===== config.mk =====
export PLATFORM = sky130hd
export DESIGN_NAME = mspid_filter
export DESIGN_NICKNAME = d
export VERILOG_FILES = /design/src/hdl/mspid_pkg.sv /design/src/hdl/mspid_filter.sv
export SDC_FILE = /design/constraint.sdc
export NUM_CORES = 2
export LEC_CHECK = 0
export BUFFER_PORTS_ARGS = -buffer_cell sky130_fd_sc_hd__buf_2
export CAP_MARGIN = 20
export CORE_UTILIZATION = 46
export DETAILED_ROUTE_END_ITERATION = 7
export PLACE_DENSITY = 0.69
export SLEW_MARGIN = 20
export SYNTH_ARGS = -nofsm -noshare
export SYNTH_HDL_FRONTEND = slang
export SYNTH_SLANG_ARGS = --single-unit

===== constraint.sdc =====
create_clock -name vclk -period 58.1
set_input_delay 14.525 -clock vclk [all_inputs]
set_output_delay 14.525 -clock vclk [all_outputs]
set_load 0.01 [all_outputs]

===== src/hdl/mspid_pkg.sv =====
// Shared types, constants and register codes of the motor speed PID block.
// Used by the channel interfaces, the filter and PID datapaths and the top level.
// No dependencies.
`default_nettype none

package mspid_pkg;

   // field widths
   localparam int unsigned CountWidth  = 16;
   localparam int unsigned TargetWidth = 16;
   localparam int unsigned WeightWidth = 16;
   localparam int unsigned GainWidth   = 16;
   localparam int unsigned LimitWidth  = 15;
   localparam int unsigned SpeedWidth  = 15;
   localparam int unsigned DutyWidth   = 15;
   localparam int unsigned LevelWidth  = 16;
   localparam int unsigned ErrorWidth  = 18;
   localparam int unsigned AccumWidth  = 25;
   localparam int unsigned CsrIdxWidth = 3;
   localparam int unsigned CsrDataWidth = 16;
   localparam int unsigned HistDepth   = 3;

   // arithmetic constants
   localparam int unsigned FracBits    = 8;
   localparam int unsigned WeightFrac  = 15;
   localparam int unsigned SpeedScale  = 15;
   localparam int unsigned SpeedMax    = 32767;
   localparam int unsigned StartOutput = 0;

   // register reset values
   localparam logic [WeightWidth-1:0] WeightNewestReset   = 16'd16384;
   localparam logic [WeightWidth-1:0] WeightPreviousReset = 16'd8192;
   localparam logic [WeightWidth-1:0] WeightOldestReset   = 16'd8192;
   localparam logic signed [GainWidth-1:0] GainPropReset  = 16'sd256;
   localparam logic signed [GainWidth-1:0] GainIntegReset = 16'sd0;
   localparam logic signed [GainWidth-1:0] GainDerivReset = 16'sd0;
   localparam logic [LimitWidth-1:0] OutputLimitReset     = 15'd10000;
   localparam logic signed [AccumWidth-1:0] AccumReset =
      AccumWidth'(StartOutput * (1 << FracBits));

   // item kinds
   localparam logic OpEncoder = 1'b0;
   localparam logic OpTick    = 1'b1;

   // register map
   typedef enum logic [CsrIdxWidth-1:0] {
      REG_WEIGHT_NEWEST   = 3'd0,
      REG_WEIGHT_PREVIOUS = 3'd1,
      REG_WEIGHT_OLDEST   = 3'd2,
      REG_GAIN_PROP       = 3'd3,
      REG_GAIN_INTEG      = 3'd4,
      REG_GAIN_DERIV      = 3'd5,
      REG_OUTPUT_LIMIT    = 3'd6,
      REG_STALL_GUARD_ON  = 3'd7
   } csr_index_type;

   // count history, entry 0 newest
   typedef logic [HistDepth-1:0][SpeedWidth-1:0] hist_type;

   // controller state carried from tick to tick
   typedef struct packed {
      logic signed [AccumWidth-1:0] accum;
      logic signed [ErrorWidth-1:0] err_last;
      logic signed [ErrorWidth-1:0] err_before;
      logic                         fault;
   } pid_state_type;

   // drive values reported with each result word
   typedef struct packed {
      logic [DutyWidth-1:0]         duty;
      logic signed [LevelWidth-1:0] level;
   } pid_report_type;

endpackage

`default_nettype wire


===== src/hdl/mspid_filter.sv =====
// Encoder speed filter: count magnitude, history shift, weighted sum, scale.
// Purely combinational; depends on mspid_pkg.
`default_nettype none

module mspid_filter (
   input  wire logic signed [mspid_pkg::CountWidth-1:0]  count,
   input  wire mspid_pkg::hist_type                      hist_now,
   input  wire logic [mspid_pkg::WeightWidth-1:0]        weight_newest,
   input  wire logic [mspid_pkg::WeightWidth-1:0]        weight_previous,
   input  wire logic [mspid_pkg::WeightWidth-1:0]        weight_oldest,
   output      mspid_pkg::hist_type                      hist_next,
   output      logic [mspid_pkg::SpeedWidth-1:0]         speed_next
);

   localparam int unsigned ProdWidth  = mspid_pkg::SpeedWidth + mspid_pkg::WeightWidth;
   localparam int unsigned SumWidth   = ProdWidth + 2;
   localparam int unsigned IntWidth   = SumWidth - mspid_pkg::WeightFrac;
   localparam int unsigned ScaleWidth = IntWidth + 4;

   logic [mspid_pkg::CountWidth-1:0] mag_full;
   logic [mspid_pkg::SpeedWidth-1:0] mag;
   logic [ProdWidth-1:0]             prod_new;
   logic [ProdWidth-1:0]             prod_prev;
   logic [ProdWidth-1:0]             prod_old;
   logic [SumWidth-1:0]              wsum;
   logic [IntWidth-1:0]              wint;
   logic [ScaleWidth-1:0]            scaled;

   // magnitude, most negative count saturates
   always_comb begin
      mag_full = count[mspid_pkg::CountWidth-1] ? (~count + 1'b1) : count;
      mag = mag_full[mspid_pkg::CountWidth-1] ?
            mspid_pkg::SpeedWidth'(mspid_pkg::SpeedMax) :
            mag_full[mspid_pkg::SpeedWidth-1:0];
   end

   // shift history, newest in entry 0
   assign hist_next[0] = mag;
   assign hist_next[1] = hist_now[0];
   assign hist_next[2] = hist_now[1];

   // weighted sum in Q1.15, integer part times scale, saturated
   always_comb begin
      prod_new  = ProdWidth'(hist_next[0]) * ProdWidth'(weight_newest);
      prod_prev = ProdWidth'(hist_next[1]) * ProdWidth'(weight_previous);
      prod_old  = ProdWidth'(hist_next[2]) * ProdWidth'(weight_oldest);
      wsum   = SumWidth'(prod_new) + SumWidth'(prod_prev) + SumWidth'(prod_old);
      wint   = wsum[SumWidth-1:mspid_pkg::WeightFrac];
      scaled = ScaleWidth'(wint) * ScaleWidth'(mspid_pkg::SpeedScale);
      if (scaled > ScaleWidth'(mspid_pkg::SpeedMax)) begin
         speed_next = mspid_pkg::SpeedWidth'(mspid_pkg::SpeedMax);
      end else begin
         speed_next = scaled[mspid_pkg::SpeedWidth-1:0];
      end
   end

endmodule

`default_nettype wire


# After elaboration in Yosys (flattened, before gate mapping)
# Cells that the tools add are included.
[classes] add_sub_neg=3 mul=4 order_cmp=1 mux=3 n_bitwise=1
[op_table] operator="$mul 15x16->31" n=3
[op_table] operator="$add 32x31->33" n=1
[op_table] operator="$add 31x31->32" n=1
[op_table] operator="$mux 15" n=2
[op_table] operator="$gt 22x15->1 const B" n=1
[op_table] operator="$mul 18x4->22 const B" n=1
[op_table] operator="$add 16x1->16 const B" n=1
[op_table] operator="$mux 16" n=1
[op_table] operator="$not 16->16" n=1
[totals] register_bits=0 elab_cells=12

# Depth between registers and ports, before layout
[logic_depth] ltp_word=10 ltp_mapped=50 ltp_nobuf=47

# Least setup slack after synthesis
# OpenSTA, ideal clock, no wires.
[synth_timing] path_kind="input-to-output" startpoint="input port count[3] in the netlist's numbering" endpoint="output port speed_next[10] in the netlist's numbering" t_arrival_ns=26.134 path_slack_ns=17.441 stages=42 cell_sequence="or2_2 -> or3_1 -> or3_1 -> or2_1 -> o31ai_1 -> o21ai_1 -> buf_4 -> and2_1 -> fa_1 -> inv_1 -> fa_1 -> inv_1 -> fa_1 -> fa_1 -> inv_1 -> fa_1 -> fa_1 -> inv_1 -> [6 not listed] -> a221oi_1 -> nand2_1 -> xnor2_1 -> inv_1 -> fa_1 -> inv_1 -> fa_1 -> inv_1 -> fa_1 -> a21o_1 -> a21oi_1 -> o211ai_1 -> a311oi_1 -> o41ai_1 -> xor2_1 -> nor4b_2 -> buf_2 -> nand2_1"
[synth_rtl] item="from (decl)" line="mspid_filter.sv:6" rtl="input wire logic signed [mspid_pkg::CountWidth-1:0] count,"
[synth_rtl] item="to (decl)" line="mspid_filter.sv:12" rtl="output logic [mspid_pkg::SpeedWidth-1:0] speed_next"

# Worst setup path in the final report
[layout_timing] startpoint="input port count[3] in the netlist's numbering" endpoint="output port speed_next[14] in the netlist's numbering"
[layout_via] elab_chain_len=10
[layout_rtl] item="$not 16->16" line="mspid_filter.sv:31" rtl="mag_full = count[mspid_pkg::CountWidth-1] ? (~count + 1'b1) : count;"
[layout_rtl] item="$add 16x1->16" line="mspid_filter.sv:31"
[layout_rtl] item="$mux 16 (*)" line="mspid_filter.sv:31"
[layout_rtl] item="$mux 15 (*)" line="mspid_filter.sv:32" rtl="mag = mag_full[mspid_pkg::CountWidth-1] ?"
[layout_rtl] item="$mul 15x16->31 (*)" line="mspid_filter.sv:44" rtl="prod_new = ProdWidth'(hist_next[0]) * ProdWidth'(weight_newest);"
[layout_rtl] item="$add 31x31->32 (*)" line="mspid_filter.sv:47" rtl="wsum = SumWidth'(prod_new) + SumWidth'(prod_prev) + SumWidth'(prod_old);"
[layout_rtl] item="$add 32x31->33 (*)" line="mspid_filter.sv:47"
[layout_rtl] item="$mul 18x4->22 (*)" line="mspid_filter.sv:49" rtl="scaled = ScaleWidth'(wint) * ScaleWidth'(mspid_pkg::SpeedScale);"
[layout_rtl] item="$gt 22x15->1" line="mspid_filter.sv:50" rtl="if (scaled > ScaleWidth'(mspid_pkg::SpeedMax)) begin"
[layout_rtl] item="$mux 15 (*)" line="mspid_filter.sv:50"
# Every way passes the cells marked *; elsewhere a longest branch is shown, timed or not.

==> results.py <==
metrics = {
    "clock_tree": {
        "post_cts_resized": 0,
        "postCtsSetupBuffers": 0,
        "ctsHoldBuffers": 0,
    },
    "final_layout": {
        "num-nets-final": 4078,
        "seq_cells": 0,
        "clkbuf_count": 0,
        "area_growth_pct": 4.26,
        "post_route_cells_drive_above_1_share_pct": 5.79,
        "seq_area_um2": 0,
        "final_core_util_pct": 48.7,
    },
    "setup_path": {
        "end_kind": "output pin",
        "max_stage_delay_ps": 660,
        "startpoint_type": "input port",
        "cp.required_ps": 43580,
        "slowest_stage": "nor4b_4",
        "path_max_fanout": 17,
        "criticalPathCategory": "in2out",
        "cp_common_cell": "fa_1",
        "worstPathArrival_ps": 28290,
    },
    "placed_design": {
        "io_buffers": 154,
        "place_hpwl_um": 54300,
        "routabilityCongestion": 0.863,
    },
    "synthesis": {
        "yosys_warnings": 0,
        "ys_seq_area_share_pct": 0,
        "yosys.area.top_type": "fa_1",
        "syn_area_per_cell_um2": 8.83,
        "syn_nets": 4057,
        "synthTopCellsByArea": "fa_1, ha_1, inv_1",
        "postSynthCellCount": 3001,
        "yosysTopAreaCellShare_pct": 51.0,
        "synth.cell_area_um2": 26500,
        "synth_cell_types": 68,
    },
    "global_route": {
        "busiest_layer": "met2",
        "grt_max_degree": 19,
        "met2_usage_pct": 35.3,
        "met3_usage_pct": 2.13,
        "use_met1_pct": 33.2,
        "grt-ovfl-total": 0,
        "grt_pass1_wl_um": 106000,
        "grt_pass1_vias": 20386,
        "grt_use_total_pct": 22.1,
        "antenna_found_initial": 10,
    },
    "detailed_routing": {
        "wl_um": 60700,
        "vias_per_cell": 4.99,
        "drtAntennaViolNets": 0,
        "drt_iter0_drc": 905,
        "drc_errors": 0,
        "via_count": 18854,
        "post_drt_wl_per_cell_um": 16.0,
        "dr.pass1.iters": 5,
    },
    "sta": {
        "grt_setup_unrepaired": "no",
        "hold_violations": 0,
        "tightest_slew_ps": 970,
        "min_period_over_period_pct": 73.7,
        "slew_viol_final": 0,
        "slew_headroom_pct": 34.9,
        "fin_tns_setup_ps": 0,
        "period_needed_ps": 42820,
        "fmax_mhz": 23.4,
        "setup_viol": 0,
    },
    "run": {
        "drv_cap": 0,
    },
    "die": {
        "die_area_um2": 58600,
        "row_count": 87,
        "die_h_um": 242,
        "start_util_pct": 46.7,
        "coreArea_um2": 56700,
        "io_pins": 169,
        "die_w_um": 242,
    },
    "min_path": {
        "worstHoldStart": "hist_now[15]",
        "min_to": "hist_next[30]",
        "min_path_cells": 2,
        "hold_path_class": "in2out",
    },
    "status": {
        "status": "complete, no violations",
    },
}
## final cells by class
| cell class | instances | area [µm²] |
|---|---|---|
| fill | 5369 | 29100 |
| tap | 756 | 946 |
| inverter | 795 | 2980 |
| timing repair buffer | 158 | 801 |
| antenna | 6 | 15.0 |
| multi-input combinational | 2067 | 22900 |
## metal layers
metal	up-vias	part of all wire, %
li1	8713	-
met5	-	0.14
met2	549	45
met3	59	6.3
met4	14	1.3
met1	9519	47
## per-stage QoR
stage | hold slack (ps) | worst slack (ps) | cells | instance area [µm²]
after detailed placement | 29430 | 14870 | 3776 | 27600
after global placement | 29430 | 14940 | 3776 | 27600
after CTS | 29430 | 14810 | 3776 | 27600
final | 29430 | 15280 | 3782 | 27600
after floorplan | 29140 | 17440 | 3001 | 26500
after global routing | 29450 | 14440 | 3777 | 27600
## cells by family (layout without fill, tap and decap cells)
kind of cell,Yosys count,in the layout,share of synthesized area (%)
other,0,6,0
xor gates and xnor gates,66,66,2.40
AOI/OAI and AO/OA,170,170,4.32
buffers and inverters,934,953,13.7
muxes,1,1,0.0378
and+or+nand+nor,878,878,15.5
adders and majority gates,952,952,64.0
## cells in the mapped netlist, drive strengths merged, types with 3 or more instances
cell / count
nand3: 13
ha: 271
o211ai: 9
nor2: 18
a211oi: 4
and2: 247
or3: 9
inv: 795
nor3: 6
nor2b: 5
nand4: 7
o21a: 4
fa: 676
nand2b: 13
buf: 34
nor4: 4
clkbuf: 105
or2: 5
a21o: 27
and3: 4
xor2: 26
a31oi: 3
o311ai: 3
maj3: 5
nand2: 538
o21bai: 8
o21ai: 35
o31a: 4
o31ai: 6
xnor2: 39
a21oi: 48
## cell usage in the layout, fill, tap and decap left out, drive strengths merged, types with 3 or more instances in the layout
master	synthesis	final
nand2b	13	13
o21ai	35	35
o21a	4	4
o31a	4	4
xor2	26	26
and3	4	4
and2	247	247
nor3	6	6
o211ai	9	9
nand4	7	7
nor4	4	4
xnor2	39	39
o31ai	6	6
buf	34	158
o311ai	3	3
maj3	5	5
fa	676	676
ha	271	271
diode	0	6
a211oi	4	4
nand3	13	13
nor2	18	18
o21bai	8	8
a21oi	48	48
a31oi	3	3
inv	795	795
nand2	538	538
a21o	27	27
nor2b	5	5
or3	9	9
or2	5	5
## worst max-delay path: cells and delay by family
| kind | cells | cell delay (ps) |
|---|---|---|
| buf+inv | 9 | 840 |
| xor+xnor | 3 | 740 |
| simple gates | 11 | 3680 |
| compound gates | 7 | 1960 |
| fa+ha+maj | 13 | 6560 |
## worst max-delay path by stage
| stage | startpoint | to | slack [ps] | cells after the start |
|---|---|---|---|---|
| after floorplan | count[3] | speed_next[10] | 17440 | 42 |
| after global placement | count[0] | speed_next[14] | 14940 | 45 |
| after detailed placement | count[3] | speed_next[14] | 14870 | 43 |
| after CTS | count[3] | speed_next[14] | 14810 | 43 |
| after global routing | count[0] | speed_next[14] | 14440 | 45 |
| final | count[3] | speed_next[14] | 15280 | 43 |
Power is left out: the tool's default activity adds up to more than one toggle a clock period on the data nets, which glitch-free logic cannot reach.
