===== config.mk =====
export PLATFORM = sky130hd
export DESIGN_NAME = mspid_pid
export DESIGN_NICKNAME = d
export VERILOG_FILES = /design/src/hdl/mspid_pkg.sv /design/src/hdl/mspid_pid.sv
export SDC_FILE = /design/constraint.sdc
export NUM_CORES = 2
export LEC_CHECK = 0
export ABC_AREA = 1
export CORE_MARGIN = 4
export CORE_UTILIZATION = 55
export DETAILED_ROUTE_END_ITERATION = 16
export DONT_BUFFER_PORTS = 1
export PLACE_DENSITY = 0.67
export SLEW_MARGIN = 40
export SYNTH_ARGS = -nofsm -noshare
export SYNTH_HDL_FRONTEND = slang
export SYNTH_SLANG_ARGS = --single-unit

===== constraint.sdc =====
create_clock -name vclk -period 27.8
set_input_delay 5.56 -clock vclk [all_inputs]
set_output_delay 5.56 -clock vclk [all_outputs]
set_load 0.005 [all_outputs]

===== src/hdl/mspid_pkg.sv =====
// Shared types, constants and register codes of the motor speed PID block.
// Used by the channel interfaces, the filter and PID datapaths and the top level.
// No dependencies.
`default_nettype none

package mspid_pkg;

   // field widths
   localparam int unsigned CountWidth  = 16;
   localparam int unsigned TargetWidth = 16;
   localparam int unsigned WeightWidth = 16;
   localparam int unsigned GainWidth   = 16;
   localparam int unsigned LimitWidth  = 15;
   localparam int unsigned SpeedWidth  = 15;
   localparam int unsigned DutyWidth   = 15;
   localparam int unsigned LevelWidth  = 16;
   localparam int unsigned ErrorWidth  = 18;
   localparam int unsigned AccumWidth  = 25;
   localparam int unsigned CsrIdxWidth = 3;
   localparam int unsigned CsrDataWidth = 16;
   localparam int unsigned HistDepth   = 3;

   // arithmetic constants
   localparam int unsigned FracBits    = 8;
   localparam int unsigned WeightFrac  = 15;
   localparam int unsigned SpeedScale  = 15;
   localparam int unsigned SpeedMax    = 32767;
   localparam int unsigned StartOutput = 0;

   // register reset values
   localparam logic [WeightWidth-1:0] WeightNewestReset   = 16'd16384;
   localparam logic [WeightWidth-1:0] WeightPreviousReset = 16'd8192;
   localparam logic [WeightWidth-1:0] WeightOldestReset   = 16'd8192;
   localparam logic signed [GainWidth-1:0] GainPropReset  = 16'sd256;
   localparam logic signed [GainWidth-1:0] GainIntegReset = 16'sd0;
   localparam logic signed [GainWidth-1:0] GainDerivReset = 16'sd0;
   localparam logic [LimitWidth-1:0] OutputLimitReset     = 15'd10000;
   localparam logic signed [AccumWidth-1:0] AccumReset =
      AccumWidth'(StartOutput * (1 << FracBits));

   // item kinds
   localparam logic OpEncoder = 1'b0;
   localparam logic OpTick    = 1'b1;

   // register map
   typedef enum logic [CsrIdxWidth-1:0] {
      REG_WEIGHT_NEWEST   = 3'd0,
      REG_WEIGHT_PREVIOUS = 3'd1,
      REG_WEIGHT_OLDEST   = 3'd2,
      REG_GAIN_PROP       = 3'd3,
      REG_GAIN_INTEG      = 3'd4,
      REG_GAIN_DERIV      = 3'd5,
      REG_OUTPUT_LIMIT    = 3'd6,
      REG_STALL_GUARD_ON  = 3'd7
   } csr_index_type;

   // count history, entry 0 newest
   typedef logic [HistDepth-1:0][SpeedWidth-1:0] hist_type;

   // controller state carried from tick to tick
   typedef struct packed {
      logic signed [AccumWidth-1:0] accum;
      logic signed [ErrorWidth-1:0] err_last;
      logic signed [ErrorWidth-1:0] err_before;
      logic                         fault;
   } pid_state_type;

   // drive values reported with each result word
   typedef struct packed {
      logic [DutyWidth-1:0]         duty;
      logic signed [LevelWidth-1:0] level;
   } pid_report_type;

endpackage

`default_nettype wire


===== src/hdl/mspid_pid.sv =====
// Incremental PID update with stall protection and output clamp, plus the
// duty and drive level derived from the resulting accumulator. Combinational.
// Depends on mspid_pkg.
`default_nettype none

module mspid_pid (
   input  wire logic                                      tick,
   input  wire logic signed [mspid_pkg::TargetWidth-1:0]  speed_target,
   input  wire logic [mspid_pkg::SpeedWidth-1:0]          speed_now,
   input  wire logic signed [mspid_pkg::GainWidth-1:0]    gain_prop,
   input  wire logic signed [mspid_pkg::GainWidth-1:0]    gain_integ,
   input  wire logic signed [mspid_pkg::GainWidth-1:0]    gain_deriv,
   input  wire logic [mspid_pkg::LimitWidth-1:0]          output_limit,
   input  wire logic                                      stall_guard_on,
   input  wire mspid_pkg::pid_state_type                  state_now,
   output      mspid_pkg::pid_state_type                  state_next,
   output      mspid_pkg::pid_report_type                 report
);

   localparam int unsigned EW   = mspid_pkg::ErrorWidth;
   localparam int unsigned GW   = mspid_pkg::GainWidth;
   localparam int unsigned AW   = mspid_pkg::AccumWidth;
   localparam int unsigned PW   = EW + 1;           // first difference
   localparam int unsigned DW   = EW + 2;           // second difference
   localparam int unsigned ProdPW = GW + PW;
   localparam int unsigned ProdIW = GW + EW;
   localparam int unsigned ProdDW = GW + DW;
   localparam int unsigned IncW = ProdDW + 2;
   localparam int unsigned SumW = IncW + 1;
   localparam int unsigned LimW = mspid_pkg::LimitWidth + mspid_pkg::FracBits;

   logic                     stall;
   logic signed [EW-1:0]     err0;
   logic signed [PW-1:0]     diff_p;
   logic signed [DW-1:0]     diff_d;
   logic signed [ProdPW-1:0] prod_p;
   logic signed [ProdIW-1:0] prod_i;
   logic signed [ProdDW-1:0] prod_d;
   logic signed [IncW-1:0]   inc;
   logic signed [SumW-1:0]   acc_sum;
   logic signed [SumW-1:0]   lim;
   logic signed [AW-1:0]     acc_clamped;
   logic signed [AW-1:0]     acc_round;
   logic signed [AW-1:0]     acc_int;
   logic [LimW-1:0]          lim_q;

   // stall check sees the speed and accumulator held before this tick
   assign stall = stall_guard_on && (speed_now == '0) && (state_now.accum != '0);

   // error terms
   always_comb begin
      err0   = EW'(speed_target) - $signed(EW'(speed_now));
      diff_p = PW'(err0) - PW'(state_now.err_last);
      diff_d = DW'(err0) - (DW'(state_now.err_last) <<< 1) + DW'(state_now.err_before);
   end

   // three products and the signed Q29.8 increment
   always_comb begin
      prod_p = ProdPW'(gain_prop)  * ProdPW'(diff_p);
      prod_i = ProdIW'(gain_integ) * ProdIW'(err0);
      prod_d = ProdDW'(gain_deriv) * ProdDW'(diff_d);
      inc    = IncW'(prod_p) + IncW'(prod_i) + IncW'(prod_d);
   end

   // accumulate and clamp to plus or minus the limit
   always_comb begin
      lim_q   = {output_limit, mspid_pkg::FracBits'(0)};
      lim     = $signed({1'b0, (SumW-1)'(lim_q)});
      acc_sum = SumW'(state_now.accum) + SumW'(inc);
      if (acc_sum > lim) begin
         acc_clamped = AW'(lim);
      end else if (acc_sum < -lim) begin
         acc_clamped = AW'(-lim);
      end else begin
         acc_clamped = AW'(acc_sum);
      end
   end

   // next state: faulted ticks and encoder words leave it alone
   always_comb begin
      state_next = state_now;
      if (tick && !state_now.fault) begin
         if (stall) begin
            state_next.fault = 1'b1;
         end else begin
            state_next.accum      = acc_clamped;
            state_next.err_before = state_now.err_last;
            state_next.err_last   = err0;
         end
      end
   end

   // integer part truncated toward zero, duty zero when negative or faulted
   always_comb begin
      acc_round = state_next.accum[AW-1] ?
                  state_next.accum + AW'((1 << mspid_pkg::FracBits) - 1) :
                  state_next.accum;
      acc_int = acc_round >>> mspid_pkg::FracBits;
      report.level = acc_int[mspid_pkg::LevelWidth-1:0];
      if (state_next.fault || state_next.accum[AW-1]) begin
         report.duty = '0;
      end else begin
         report.duty = acc_int[mspid_pkg::DutyWidth-1:0];
      end
   end

endmodule

`default_nettype wire


# After elaboration in Yosys (flattened, before gate mapping)
# Index checks and enable logic that the tools add are counted.
word_totals:
  mem_bits_rw: 0
  memories: 0
  inputBits: 158
  latchBits: 0
  ff_bits: 0
  romBits: 0
  out_inout_bits: 93
  word_cells: 28
op_classes:
  n_addsub: 9
  n_mux: 7
  n_shift: 0
  eq_ne: 0
  div_mod_pow: 0
  magnitude_cmp: 2
  mul: 3
  bitwise_logic: 0
  reduce_logical: 7
ops:
  columns: ["cell", "count"]
  rows:
  - ["$mux W62", 1]
  - ["$mux W61", 1]
  - ["$mux W25", 2]
  - ["$lt A38 B39 Y1", 1]
  - ["$neg A23 Y39", 1]
  - ["$add A25 B37 Y38", 1]
  - ["$gt A38 B24 Y1", 1]
  - ["$add A36 B36 Y37", 1]
  - ["$add A35 B33 Y36", 1]
  - ["$mul A16 B20 Y36", 1]
  - ["$mul A16 B19 Y35", 1]
  - ["$mul A16 B17 Y33", 1]
  - ["$reduce_bool A25 Y1", 1]
  - ["$add A24 B9 Y24 const B", 1]
  - ["$mux W24", 1]
  - ["$add A20 B18 Y20", 1]
  - ["$sub A17 B19 Y20", 1]
  - ["$sub A17 B18 Y19", 1]
  - ["$sub A16 B16 Y17", 1]
  - ["$logic_not A15 Y1", 1]
  - ["$mux W15", 1]
  - ["$logic_and A1 B1 Y1", 3]
  - ["$logic_not A1 Y1", 1]
  - ["$logic_or A1 B1 Y1", 1]
  - ["$mux W1", 1]

# Depth between registers and ports, before layout
depth:
  depth_word: 14
  depth_mapped: 98
  ltp_nobuf: 95

# Least setup slack after synthesis
# OpenSTA, ideal clock, no wires.
synth_timing:
  kind: "input -> output"
  startpoint: "input speed_target[0] (netlist name)"
  endpoint: "output report[9] (netlist name)"
  required_ps: 22240
  n_path_buf: 2
  t_arrival_ps: 19418
  cell_stages: 91
  path_slack_ps: 2822
  cell_sequence: "inv_1 > ha_1 > fa_1 > nand3b_1 > nand2_1 > a21oi_1 > o21bai_1 > nand2_1 > nand2_1 > nand2_1 > nand2_1 > nand2_1 > nand2_1 > a21oi_1 > or2_2 > nand2_1 > a21oi_1 > or2_2 > [... 55 more ...] > nand2_1 > nand3_1 > nand2_1 > nand2_1 > nand2_2 > nand2_4 > nand2_4 > buf_6 > nand2_1 > nand3_1 > nand2_1 > nand2_1 > nand2_1 > nor2_4 > nand3_2 > inv_2 > nand2_1 > and2_1"
synth_rtl:
  columns: ["element", "line_no", "source"]
  rows:
  - ["from (decl)", "mspid_pid.sv:8", "input wire logic signed [mspid_pkg::TargetWidth-1:0] speed_target,"]
  - ["to (decl)", "mspid_pid.sv:17", "output mspid_pkg::pid_report_type report"]

==> flow_summary.yaml <==
place:
  gp_congestion: 0.992
  dp_cells: 6057
  detailedPlacementHpwl_um: 112000
  port_buffers: 0
global_route:
  use_met3: 0.0514
  grt_first_pass_wirelength_um: 193000
  globalRoute.busiestLayer: "met2"
  met2_track_demand_over_resource: 0.501
  grt_start_max_net_pins: 68
  grt.met1_usage: 0.442
  globalRouteTotalUtil: 0.313
  antenna_found_initial: 1
  grt_overflow_total: 0
  grt_pass1_vias: 33202
synthesis:
  cell_type_with_the_largest_total_area_after_synthesis: "sky130_fd_sc_hd__fa_1"
  post-synth-top-count-cell: "sky130_fd_sc_hd__inv_1"
  netlist_top_cells_area: "sky130_fd_sc_hd__fa_1 54%, sky130_fd_sc_hd__inv_1 14%, sky130_fd_sc_hd__nand2_1 9.7%"
  postSynthCellCount: 5186
  synth.cells.most_frequent: "1554 x sky130_fd_sc_hd__inv_1, 1115 x sky130_fd_sc_hd__fa_1, 1080 x sky130_fd_sc_hd__nand2_1"
  syn-num-nets: 6753
  ys_types: 49
  syn_area_um2: 41600
  synth.top_cell.area_share: 0.537
  synth-seq-area-share: 0
  syn_area_per_cell_um2: 8.02
  yosys_warnings: 0
layout:
  final_layout_size_suffix_gt1_frac: 0.0389
  nClkBuffers: 0
  design.final.nets: 6662
  number_of_flip_flops_and_latches: 0
  area_growth_syn_to_layout_pct: 2.55
  post_layout_nonfiller_instances: 6062
  fill_cells: 7003
  n_antenna_cell: 0
  register_area_um2: 0
setup_path:
  worst_path_max_delay_cell: "sky130_fd_sc_hd__fa_1"
  end_kind: "primary output"
  critPathMostFrequentCell: "sky130_fd_sc_hd__nand2_1"
  worst-setup-path-type: "in2out"
  cp_data_required_time_ps: 22240
  slowest_delay_ps: 570
  worst_ep_arrival_time_ps: 21100
  critical_path_peak_fanout: 12
  start_kind: "input pin"
routing:
  detail_route.wl_per_cell_um: 20.2
  drt-initial-drc-count: 2481
  drt.antenna.violating_nets: 0
  dr_total_vias: 32086
  detail_route.first_pass.iterations: 6
  via_cell_ratio: 5.29
  detail_route.drc_violations: 0
  detail_route.wirelength_um: 122000
min_path:
  worst_hold_path_type: "in2out"
  hold_path_startpoint: "state_now[9]"
  worst_hold_path.num_cells: 2
  holdPathEnd: "state_next[9]"
run_status:
  run_status: "finished clean"
timing:
  period_share: 0.959
  worst_pin_slew_ps: 836
  max_freq_ghz: 0.0375
  hold_viol: 0
  fin_crit_ps: 26660
  slew_violations: 0
  setup_viol: 0
  remaining_max_slew_budget_at_the_tightest_pin: 0.437
die:
  num_rows: 100
  die_height_um: 283
  die-area_um2: 80100
  floorplan.die.width_um: 283
  initial_utilization: 0.557
  fp.coreArea_um2: 74700
  pin_count: 251
run:
  max_cap_violations: 0
==> cells in the final DEF, fill, tap and decap left out, types with 31 or more instances in the layout <==
master and n:
sky130_fd_sc_hd__nand2_1 1077, sky130_fd_sc_hd__nor2_1 415, sky130_fd_sc_hd__inv_1 1553, sky130_fd_sc_hd__xor2_1 31, sky130_fd_sc_hd__o21ai_0 73, sky130_fd_sc_hd__or2_2 42
sky130_fd_sc_hd__buf_4 46, sky130_fd_sc_hd__nand2_2 38, sky130_fd_sc_hd__a21oi_1 103, sky130_fd_sc_hd__fa_1 1112, sky130_fd_sc_hd__ha_1 294, sky130_fd_sc_hd__nand3_1 95
==> metrics by stage <==
step	hold slack (ps)	util	setup slack (ps)	setup TNS (ps)	area [um2]
6_report	11240	0.571	1140	0	42700
5_1_grt	11250	0.571	-48.3	-199	42700
4_1_cts	11240	0.570	890	0	42600
3_5_place_dp	11240	0.570	914	0	42600
3_3_place_gp	11240	0.570	1110	0	42600
2_1_floorplan	11230	-	2820	0	41600
==> how the worst max path moves through the flow <==
| stage | endpoint | start | slack (ps) |
|---|---|---|---|
| floorplan | report[9] | speed_target[0] | 2820 |
| global placement | report[5] | speed_target[0] | 1110 |
| detailed placement | report[9] | speed_target[0] | 910 |
| CTS | report[9] | speed_target[0] | 890 |
| global route | report[10] | speed_target[0] | -50 |
| finish | report[29] | speed_target[0] | 1140 |
==> area by class of cell <==
class / count / area (um2) / area share
repair buffers: 46 / 345 / 0.00810
multi-input cells: 3466 / 35200 / 0.824
well taps: 969 / 1210 / 0.0284
inverters: 1581 / 5940 / 0.139
==> cell families after synthesis <==
logic type	after synthesis	synth area share
AOI/OAI and AO/OA	219	0.0288
xor gates and xnor gates	54	0.0114
adders and majority gates	1409	0.625
buffers and inverters	1720	0.157
and+or+nand+nor	1784	0.178
==> per-layer routing <==
layer  part of all wire  vias up
li1                   -    14454
met1               0.40    16173
met4              0.042        0
met2               0.47     1249
met5                  0        -
met3              0.086      210
==> critical path: cells and delay by family <==
family / cells / cell delay [ps]
AOI/OAI and AO/OA: 11 / 1400
xor gates and xnor gates: 1 / 140
adders and majority gates: 15 / 6530
buffers and inverters: 18 / 1750
and+or+nand+nor: 38 / 5690
==> what timing repair did <==
action,4_1_cts,5_1_grt
setup buffers,0,5
hold buffers,0,0
resized for setup,0,6
endpoints found under the setup margin,0,31
Power is not shown: default switching activity piles up to over one toggle a cycle in this logic, so the estimate is an artifact.
